==> src/hw/rtl/cpf_pkg.sv <==
`default_nettype none

package cpf_pkg;

	// Longest packet body the length field is clamped to
	localparam int unsigned MAX_BODY = 64;

	// Width that holds the largest length value (MAX_BODY + 2)
	localparam int unsigned LEN_W = $clog2(MAX_BODY + 3);

	localparam logic [7:0]  HEAD_HI    = 8'hEF;
	localparam logic [7:0]  HEAD_LO    = 8'h01;
	localparam logic [31:0] ADDR_RESET = 32'hFFFF_FFFF;

	// Byte positions within the serialized run of one packet
	localparam logic [3:0] POS_HEAD_HI = 4'd0;
	localparam logic [3:0] POS_HEAD_LO = 4'd1;
	localparam logic [3:0] POS_ADDR_3  = 4'd2;
	localparam logic [3:0] POS_ADDR_2  = 4'd3;
	localparam logic [3:0] POS_ADDR_1  = 4'd4;
	localparam logic [3:0] POS_ADDR_0  = 4'd5;
	localparam logic [3:0] POS_FLAG    = 4'd6;
	localparam logic [3:0] POS_LEN_HI  = 4'd7;
	localparam logic [3:0] POS_LEN_LO  = 4'd8;
	localparam logic [3:0] POS_BODY    = 4'd9;
	localparam logic [3:0] POS_SUM_HI  = 4'd10;
	localparam logic [3:0] POS_SUM_LO  = 4'd11;

	typedef struct packed {
		logic [7:0] tx_byte;
		logic       end_of_run;
		logic       end_of_packet;
	} beat_t;

endpackage

`default_nettype wire

==> src/hw/rtl/command_packet_framer_core.sv <==
// Channel   Handshake            Payload
// input     in_valid / in_stall  body_byte, is_first, is_final, packet_flag, body_count
// output    out_valid/out_stall  tx_byte, end_of_run, end_of_packet
// config    cfg_wr_en            cfg_wr_data (device address)
//
// Each output transfer carries one byte; the byte selector emits one byte per cycle
// while the output register is free. A body byte inside a packet goes out alone, an
// opening byte after the header run, a closing byte before the checksum; the next item
// is taken in the cycle its predecessor's last byte moves into the output register.
// Reset (arst_n low) clears the open-packet flag, the checksum and both valid bits,
// and sets the device address to all ones.
// A stall on the output holds the output register and, once the selector is blocked,
// raises in_stall in the same cycle.
`default_nettype none

module command_packet_framer_core (
	input  wire logic        clk,
	input  wire logic        arst_n,
	input  wire logic        in_valid,
	output logic             in_stall,
	input  wire logic [7:0]  body_byte,
	input  wire logic        is_first,
	input  wire logic        is_final,
	input  wire logic [7:0]  packet_flag,
	input  wire logic [6:0]  body_count,
	output logic             out_valid,
	input  wire logic        out_stall,
	output logic [7:0]       tx_byte,
	output logic             end_of_run,
	output logic             end_of_packet,
	input  wire logic        cfg_wr_en,
	input  wire logic [31:0] cfg_wr_data
);

	logic [31:0]    addr_q;
	logic           beat_valid;
	logic           beat_free;
	cpf_pkg::beat_t beat;
	cpf_pkg::beat_t out_beat;

	// Device address register; user must write it only while framer is idle (unchecked)
	always_ff @(posedge clk or negedge arst_n) begin
		if (!arst_n) begin
			addr_q <= cpf_pkg::ADDR_RESET;
		end else if (cfg_wr_en) begin
			addr_q <= cfg_wr_data;
		end
	end

	// Input register, byte position counter, checksum and byte selector
	cpf_seq u_seq (
		.clk         (clk),
		.arst_n      (arst_n),
		.in_valid    (in_valid),
		.in_stall    (in_stall),
		.body_byte   (body_byte),
		.is_first    (is_first),
		.is_final    (is_final),
		.packet_flag (packet_flag),
		.body_count  (body_count),
		.dev_addr    (addr_q),
		.beat_free   (beat_free),
		.beat_valid  (beat_valid),
		.beat        (beat)
	);

	// Output register: decouples the selector from receiver stalls
	cpf_out_reg u_out (
		.clk        (clk),
		.arst_n     (arst_n),
		.beat_valid (beat_valid),
		.beat       (beat),
		.beat_free  (beat_free),
		.out_valid  (out_valid),
		.out_stall  (out_stall),
		.out_beat   (out_beat)
	);

	assign tx_byte       = out_beat.tx_byte;
	assign end_of_run    = out_beat.end_of_run;
	assign end_of_packet = out_beat.end_of_packet;

`ifndef NO_ASSERTIONS
	// The checksum low byte always closes the run of its item
	a_eop_ends_run: assert property (@(posedge clk) disable iff (!arst_n)
		out_valid && end_of_packet |-> end_of_run)
		else $error("end_of_packet without end_of_run");

	// An opening byte expands into a header run, so the input must block next cycle
	a_first_blocks: assert property (@(posedge clk) disable iff (!arst_n)
		in_valid && !in_stall && is_first |=> in_stall)
		else $error("input taken during header run");

	// A byte moved to the output register while the output is free must appear
	a_beat_lands: assert property (@(posedge clk) disable iff (!arst_n)
		beat_valid && beat_free |=> out_valid)
		else $error("selected byte lost before output register");
`endif

endmodule

`default_nettype wire

==> src/hw/rtl/cpf_seq.sv <==
`default_nettype none

module cpf_seq (
	input  wire logic                clk,
	input  wire logic                arst_n,
	input  wire logic                in_valid,
	output logic                     in_stall,
	input  wire logic [7:0]          body_byte,
	input  wire logic                is_first,
	input  wire logic                is_final,
	input  wire logic [7:0]          packet_flag,
	input  wire logic [6:0]          body_count,
	input  wire logic [31:0]         dev_addr,
	input  wire logic                beat_free,
	output logic                     beat_valid,
	output cpf_pkg::beat_t           beat
);

	logic                        valid_s1;
	logic [7:0]                  byte_s1;
	logic                        final_s1;
	logic [7:0]                  flag_s1;
	logic [cpf_pkg::LEN_W-1:0]   len_s1;
	logic [3:0]                  pos_s1;
	logic [15:0]                 sum_q;
	logic                        in_packet_q;

	logic                        take;
	logic                        keep;
	logic                        adv;
	logic                        last;
	logic [7:0]                  byte_sel;
	logic                        summed;
	logic [15:0]                 cnt_ext;
	logic [15:0]                 cnt_clamp;
	logic [15:0]                 len_in;
	logic [15:0]                 len_out;

	// Clamp the body count and form the length field
	always_comb begin
		cnt_ext = 16'(body_count);
		priority if (cnt_ext == 16'd0) begin
			cnt_clamp = 16'd1;
		end else if (cnt_ext > 16'(cpf_pkg::MAX_BODY)) begin
			cnt_clamp = 16'(cpf_pkg::MAX_BODY);
		end else begin
			cnt_clamp = cnt_ext;
		end
		len_in = cnt_clamp + 16'd2;
	end

	assign take     = in_valid && !in_stall;
	assign keep     = is_first || in_packet_q;
	assign adv      = valid_s1 && beat_free;
	assign last     = final_s1 ? (pos_s1 == cpf_pkg::POS_SUM_LO) : (pos_s1 == cpf_pkg::POS_BODY);
	assign in_stall = valid_s1 && !(adv && last);
	assign len_out  = 16'(len_s1);

	always_comb begin
		summed = 1'b0;
		unique case (pos_s1)
			cpf_pkg::POS_HEAD_HI: byte_sel = cpf_pkg::HEAD_HI;
			cpf_pkg::POS_HEAD_LO: byte_sel = cpf_pkg::HEAD_LO;
			cpf_pkg::POS_ADDR_3:  byte_sel = dev_addr[31:24];
			cpf_pkg::POS_ADDR_2:  byte_sel = dev_addr[23:16];
			cpf_pkg::POS_ADDR_1:  byte_sel = dev_addr[15:8];
			cpf_pkg::POS_ADDR_0:  byte_sel = dev_addr[7:0];
			cpf_pkg::POS_FLAG: begin
				byte_sel = flag_s1;
				summed   = 1'b1;
			end
			cpf_pkg::POS_LEN_HI: begin
				byte_sel = len_out[15:8];
				summed   = 1'b1;
			end
			cpf_pkg::POS_LEN_LO: begin
				byte_sel = len_out[7:0];
				summed   = 1'b1;
			end
			cpf_pkg::POS_BODY: begin
				byte_sel = byte_s1;
				summed   = 1'b1;
			end
			cpf_pkg::POS_SUM_HI:  byte_sel = sum_q[15:8];
			cpf_pkg::POS_SUM_LO:  byte_sel = sum_q[7:0];
			default:              byte_sel = 8'h00;
		endcase
	end

	assign beat_valid         = adv;
	assign beat.tx_byte       = byte_sel;
	assign beat.end_of_run    = last;
	assign beat.end_of_packet = (pos_s1 == cpf_pkg::POS_SUM_LO);

	always_ff @(posedge clk or negedge arst_n) begin
		if (!arst_n) begin
			valid_s1    <= 1'b0;
			pos_s1      <= cpf_pkg::POS_HEAD_HI;
			sum_q       <= 16'd0;
			in_packet_q <= 1'b0;
		end else begin
			// Drop bytes that arrive outside a packet
			if (take && keep) begin
				valid_s1    <= 1'b1;
				pos_s1      <= is_first ? cpf_pkg::POS_HEAD_HI : cpf_pkg::POS_BODY;
				in_packet_q <= !is_final;
			end else if (adv) begin
				if (last) begin
					valid_s1 <= 1'b0;
				end else begin
					pos_s1 <= pos_s1 + 4'd1;
				end
			end
			if (adv) begin
				if (pos_s1 == cpf_pkg::POS_HEAD_HI || pos_s1 == cpf_pkg::POS_SUM_LO) begin
					sum_q <= 16'd0;
				end else if (summed) begin
					sum_q <= sum_q + 16'(byte_sel);
				end
			end
		end
	end

	always_ff @(posedge clk) begin
		if (take && keep) begin
			byte_s1  <= body_byte;
			final_s1 <= is_final;
			if (is_first) begin
				flag_s1 <= packet_flag;
				len_s1  <= len_in[cpf_pkg::LEN_W-1:0];
			end
		end
	end

endmodule

`default_nettype wire

==> src/hw/rtl/cpf_out_reg.sv <==
`default_nettype none

module cpf_out_reg (
	input  wire logic            clk,
	input  wire logic            arst_n,
	input  wire logic            beat_valid,
	input  wire cpf_pkg::beat_t  beat,
	output logic                 beat_free,
	output logic                 out_valid,
	input  wire logic            out_stall,
	output cpf_pkg::beat_t       out_beat
);

	logic           out_valid_q;
	cpf_pkg::beat_t beat_s2;

	assign beat_free = !out_valid_q || !out_stall;
	assign out_valid = out_valid_q;
	assign out_beat  = beat_s2;

	always_ff @(posedge clk or negedge arst_n) begin
		if (!arst_n) begin
			out_valid_q <= 1'b0;
		end else if (beat_free) begin
			out_valid_q <= beat_valid;
		end
	end

	// Hold the byte while the receiver stalls
	always_ff @(posedge clk) begin
		if (beat_free && beat_valid) begin
			beat_s2 <= beat;
		end
	end

endmodule

`default_nettype wire

==> config.mk <==
export PLATFORM = sky130hd
export DESIGN_NAME = command_packet_framer_core
export DESIGN_NICKNAME = d
export VERILOG_FILES = /design/src/hw/rtl/cpf_pkg.sv /design/src/hw/rtl/command_packet_framer_core.sv /design/src/hw/rtl/cpf_seq.sv /design/src/hw/rtl/cpf_out_reg.sv
export SDC_FILE = /design/constraint.sdc
export NUM_CORES = 1
export LEC_CHECK = 0
export ABC_AREA = 1
export BUFFER_PORTS_ARGS = -buffer_cell sky130_fd_sc_hd__buf_2
export CELL_PAD_IN_SITES_DETAIL_PLACEMENT = 1
export CELL_PAD_IN_SITES_GLOBAL_PLACEMENT = 1
export CORE_UTILIZATION = 45
export DETAILED_ROUTE_END_ITERATION = 8
export PLACE_DENSITY = 0.9
export SLEW_MARGIN = 20
export SYNTH_ARGS = -nofsm -noshare
export SYNTH_HDL_FRONTEND = slang
export SYNTH_HIERARCHICAL = 1
export SYNTH_SLANG_ARGS = --single-unit
==> constraint.sdc <==
create_clock -name clk -period 5 [get_ports clk]
set_input_delay 0.5 -clock clk [delete_from_list [all_inputs] [get_ports clk]]
set_output_delay 0.5 -clock clk [all_outputs]
set_load 0.05 [all_outputs]
# Word level (Yosys, flattened, before mapping)
# Index checks and enable logic that the tools add are counted.
[word_totals]
reg_bits = 89
output_inout_bits = 12
word_cells = 67
[classes]
n_addsub = 3
order_cmp = 1
eq_ne = 12
muxes = 14
n_reduce_logical = 24
[ops]
columns = ["op", "count"]
rows = [
  ["$pmux 8 s11", 1],
  ["$mux 16", 2],
  ["$add 16x8->16", 1],
  ["$eq 4x3->1 const B", 4],
  ["$eq 4x4->1 const B", 4],
  ["$mux 4", 4],
  ["$mux 7", 2],
  ["$eq 4x2->1 const B", 2],
  ["$reduce_and 2->1", 4],
  ["$add 7x2->7 const B", 1],
  ["$gt 7x7->1 const B", 1],
  ["$logic_not 7->1", 1],
  ["$logic_and 1x1->1", 6],
  ["$reduce_bool 2->1", 3],
  ["$logic_not 1->1", 5],
  ["$mux 1", 5],
  ["$add 4x1->4 const B", 1],
  ["$eq 4x1->1 const B", 1],
  ["$logic_not 4->1", 1],
  ["$reduce_or 4->1", 1],
  ["$logic_or 1x1->1", 3],
  ["$ne 2x2->1 const B", 1],
]

# Depth between registers and ports, before layout
[logic_depth]
word_depth = 11
mapped_depth = 18
depth_no_buf = 18

# Hierarchy
# Netlist, hierarchy kept.
[by_module_without_submodules]
columns = ["module", "n_inst", "cells_each", "area_each_um2", "seq_area_each_um2"]
rows = [
  ["cpf_seq", 1, 406, 3150.5, 1271.2],
  ["command_packet_framer_core", 1, 136, 1332.5, 840.8],
  ["cpf_out_reg", 1, 15, 341.6, 325.3],
]

# Worst setup path after synthesis
# Ideal clock, no wire load.
[synth_path]
kind = "register to register"
start = "register u_seq.pos_s1[0]"
end = "register u_seq.sum_q[10]"
setup_time_ns = 0.119
arrival_time_ns = 2.498
required_time_ns = 4.881
setup_slack_ns = 2.383
stages_incl_launch_ff = 18
n_path_buf = 1
period_less_slack_ns = 2.617
cell_sequence = "dfrtp_1 inv_1 ha_1 buf_2 nand2_4 inv_1 a221oi_1 nand3_1 ha_1 fa_1 nand2_1 nand2_1 nand3_1 nand2_1 nand2_1 o21ai_0 a21oi_1 nor2_1"
[synth_rtl]
columns = ["item", "line_no", "source"]
rows = [
  ["from (decl)", "cpf_seq.sv:24", "logic [3:0] pos_s1;"],
  ["from (signal assigned)", "cpf_seq.sv:98", "pos_s1 <= cpf_pkg::POS_HEAD_HI;"],
  ["from (signal assigned)", "cpf_seq.sv:105", "pos_s1 <= is_first ? cpf_pkg::POS_HEAD_HI : cpf_pkg::POS_BODY;"],
  ["from (signal assigned)", "cpf_seq.sv:111", "pos_s1 <= pos_s1 + 4'd1;"],
  ["to (signal assigned)", "cpf_seq.sv:118", "sum_q <= sum_q + 16'(byte_sel);"],
  ["to (decl)", "cpf_seq.sv:25", "logic [15:0] sum_q;"],
]

==> metrics.txt <==
outcome finished clean; Total GRT Usage between 20 and 30%; min-delay worst type in2async; f_max between 300 and 400 MHz; Syn Inst Count 557; initial antenna violation count 0; vias per inst ~5.3; clk root buf clkbuf_8; CTS tree done; vias in the first global route 4,411; Final Skew ~0.011 ns; antenna violation net count after detailed routing 0; Worst Path Max Fanout 11; Pwr Total 0.003171 W; Routed WL about 14,000 um; R2R depth 13; FILL cells between 1,000 and 1,500; die width between 100 and 150 um; final setup vio count 0; share of cells above drive strength 1 24.09%; Final Slew Violations 0; CTS resizes 0; Max-Cap Viols 0; Residual DRC 0; Worst VDD drop 0.3306 mV; cell taking the most area after synthesis edfxtp_1; maximum number of pins on one net before global-route repair 56; Die ar. roughly 11,000 sq um; Final nets between 700 and 800; pwr/cell area between 500 and 600 nW/um^2; Area growth syn-to-layout 13.12%; worst-path cell chain inv_1 -> ha_1 -> nand3_1 -> o21ai_0 -> a221oi_1 -> nand3_1 -> ha_1 -> or2_2 -> and2_1 -> nand3_1 -> nand3_1 -> a21oi_1 -> nor2_1; CTS H-tree lvls 3; sequential standard cell area about 2400 sq um; Layout Cells excl Fill approximately 770; final hold violation count 0; syn nets between 600 and 700; Reg-to-Reg Start u_seq/pos_s1[0]; num rows 37; Startpoint Class flip-flop; CP Class reg2reg; PortBufs 73; Rel. slew slack between 40% and 50%; Final Critical Period 3.268 ns; synthesis-stage register bit count between 80 and 90; Slowest-stage cell, CP dfrtp_1; Reg2Reg Setup Slack ~1.7 ns; # hold bufs at CTS 0; first-pass GRT wire length 22,530 um; Diodes inserted 0; WL/cell about 18 um; Levels on crit path 13; DRT Pass-1 Iters 5; CTS Buf Count 9; CTS clk-pin slew, worst paths about 0.090 ns; final instance area 5458 sq um; Pleak 2.686 nW; Die Y 105.5 um; CP peak stage delay about 0.4 ns; Netlist cell types 45; Top Family by Delay on Critical Path simple AND/OR/NAND/NOR gates; Placed Cells 755; total gr overflow 0; synthesized area 4825 sq um; Avg Cell Area, Syn ~8.7 sq um; via count slightly above 4,000; Clock Sinks 89; Initial Utilization roughly 47%; Buf/Inv on CP 1; endpoint class of the critical path flip-flop; area of the multi-input gates 1981 sq um; DRT iter0 DRCs around 270; arrival time worst endpoint about 3.5 ns; I/O pins 74; Worst-Skew Late Latency roughly 0.38 ns; Setup Fix Bufs, Post-CTS 0; Worst EP required ~5.3 ns; top cells by area, synth edfxtp_1 (21%), dfstp_2 (17%), nand2_1 (15%), dfrtp_1 (12%), inv_1 (5.1%); DP HPWL between 10,000 and 15,000 um; R2R Path End u_seq/sum_q[15]; setup TNS 0 ns; yosys warns 6; placed inst area between 5000 and 6000 sq um; core area about 10,000 sq um; most frequent cells in the layout nand2_1 (197), buf_2 (73), inv_1 (65); most used cell, CP nand3_1; Max Buffers Root-to-Sink 2; final worst path period share 65.36%; top-area cell type share of the netlist area 21.16%; final core utilization between 50% and 60%; GPL Wtd Cong 0.8866; RSZ-0062 raised after global routing no; Slew @ Worst Pin 0.7727 ns; most common cell after layout, fill and taps aside nand2_1; post-synthesis sequential area ratio 50.52%
==> synthesized netlist by cell type, drive strengths merged <==
| library cell | n |
|---|---|
| xor2 | 4 |
| a211oi | 5 |
| a21oi | 15 |
| nor2 | 34 |
| nor3 | 2 |
| a22o | 2 |
| xnor2 | 6 |
| inv | 70 |
| o2111a | 1 |
| o22ai | 7 |
| o21ai | 16 |
| ha | 13 |
| a31oi | 2 |
| o21bai | 1 |
| dfstp | 32 |
| a221oi | 5 |
| and2 | 2 |
| clkbuf | 3 |
| dfrtp | 23 |
| or2 | 3 |
| nand2 | 213 |
| and3 | 1 |
| nand4 | 9 |
| edfxtp | 34 |
| o221ai | 1 |
| nand3 | 43 |
| buf | 9 |
| fa | 1 |
==> layout make-up <==
| cell class | instances | share of cell area (%) |
|---|---|---|
| clock inverter | 4 | 1.398 |
| clock buffer | 12 | 2.659 |
| tap | 136 | 3.118 |
| sequential | 89 | 44.66 |
| timing repair buffer | 74 | 6.832 |
| multi-input combinational | 386 | 36.29 |
| inverter | 70 | 5.044 |
==> cell families (layout without fill, tap and decap cells) <==
group,after synthesis,after routing,synth area share (%)
buf+inv,82,160,8.506
xor+xnor,10,10,1.815
simple gates,307,307,27.59
fa+ha+maj,14,14,3.786
flops,89,89,50.52
compound gates,55,55,7.780
==> stage by stage <==
step | setup WS (ns) | hold WS [ns]
final | 1.732 | 0.2674
after global routing | 1.561 | 0.2776
after CTS | 1.767 | 0.2780
after detailed placement | 1.825 | 0.4592
after global placement | 1.930 | 0.4528
after floorplan | 2.383 | 0.2044
==> routing by layer <==
| layer | vias up | global-route usage [%] | wire [um] |
|---|---|---|---|
| met5 | - | 0 | 0 |
| met4 | 0 | 9.127 | 301 |
| met3 | 22 | 4.453 | 591 |
| met2 | 126 | 47.89 | 7161 |
| met1 | 2005 | 32.78 | 5824 |
| li1 | 1949 | - | - |
==> state kept, by name, summed over array words and instances, names as in the netlist <==
register           flops
u_seq/final_s1         1
u_out/out_valid        1
u_seq/len_s1           7
addr_q                32
u_seq/in_packet_q      1
u_seq/pos_s1           4
u_seq/sum_q           16
u_seq/byte_s1          8
u_seq/flag_s1          8
u_seq/valid_s1         1
u_out/out_beat        10
==> power by group <==
part / total [W] / switching, W / internal [W]
sequential: 0.00108 / 0.000121 / 0.000959
combinational: 0.00153 / 0.00106 / 0.000476
clock: 0.000557 / 0.000260 / 0.000297
==> worst max path at each step <==
stage                    startpoint              end  slack, ns
finish              u_seq/pos_s1[0]  u_seq/sum_q[15]       1.73
global route        u_seq/pos_s1[0]  u_seq/sum_q[11]       1.56
CTS                 u_seq/pos_s1[0]  u_seq/sum_q[15]       1.77
detailed placement  u_seq/pos_s1[0]  u_seq/sum_q[15]       1.82
global placement    u_seq/pos_s1[0]  u_seq/sum_q[15]       1.93
floorplan           u_seq/pos_s1[0]  u_seq/sum_q[10]       2.38
Power figures use the tool's default switching activity.
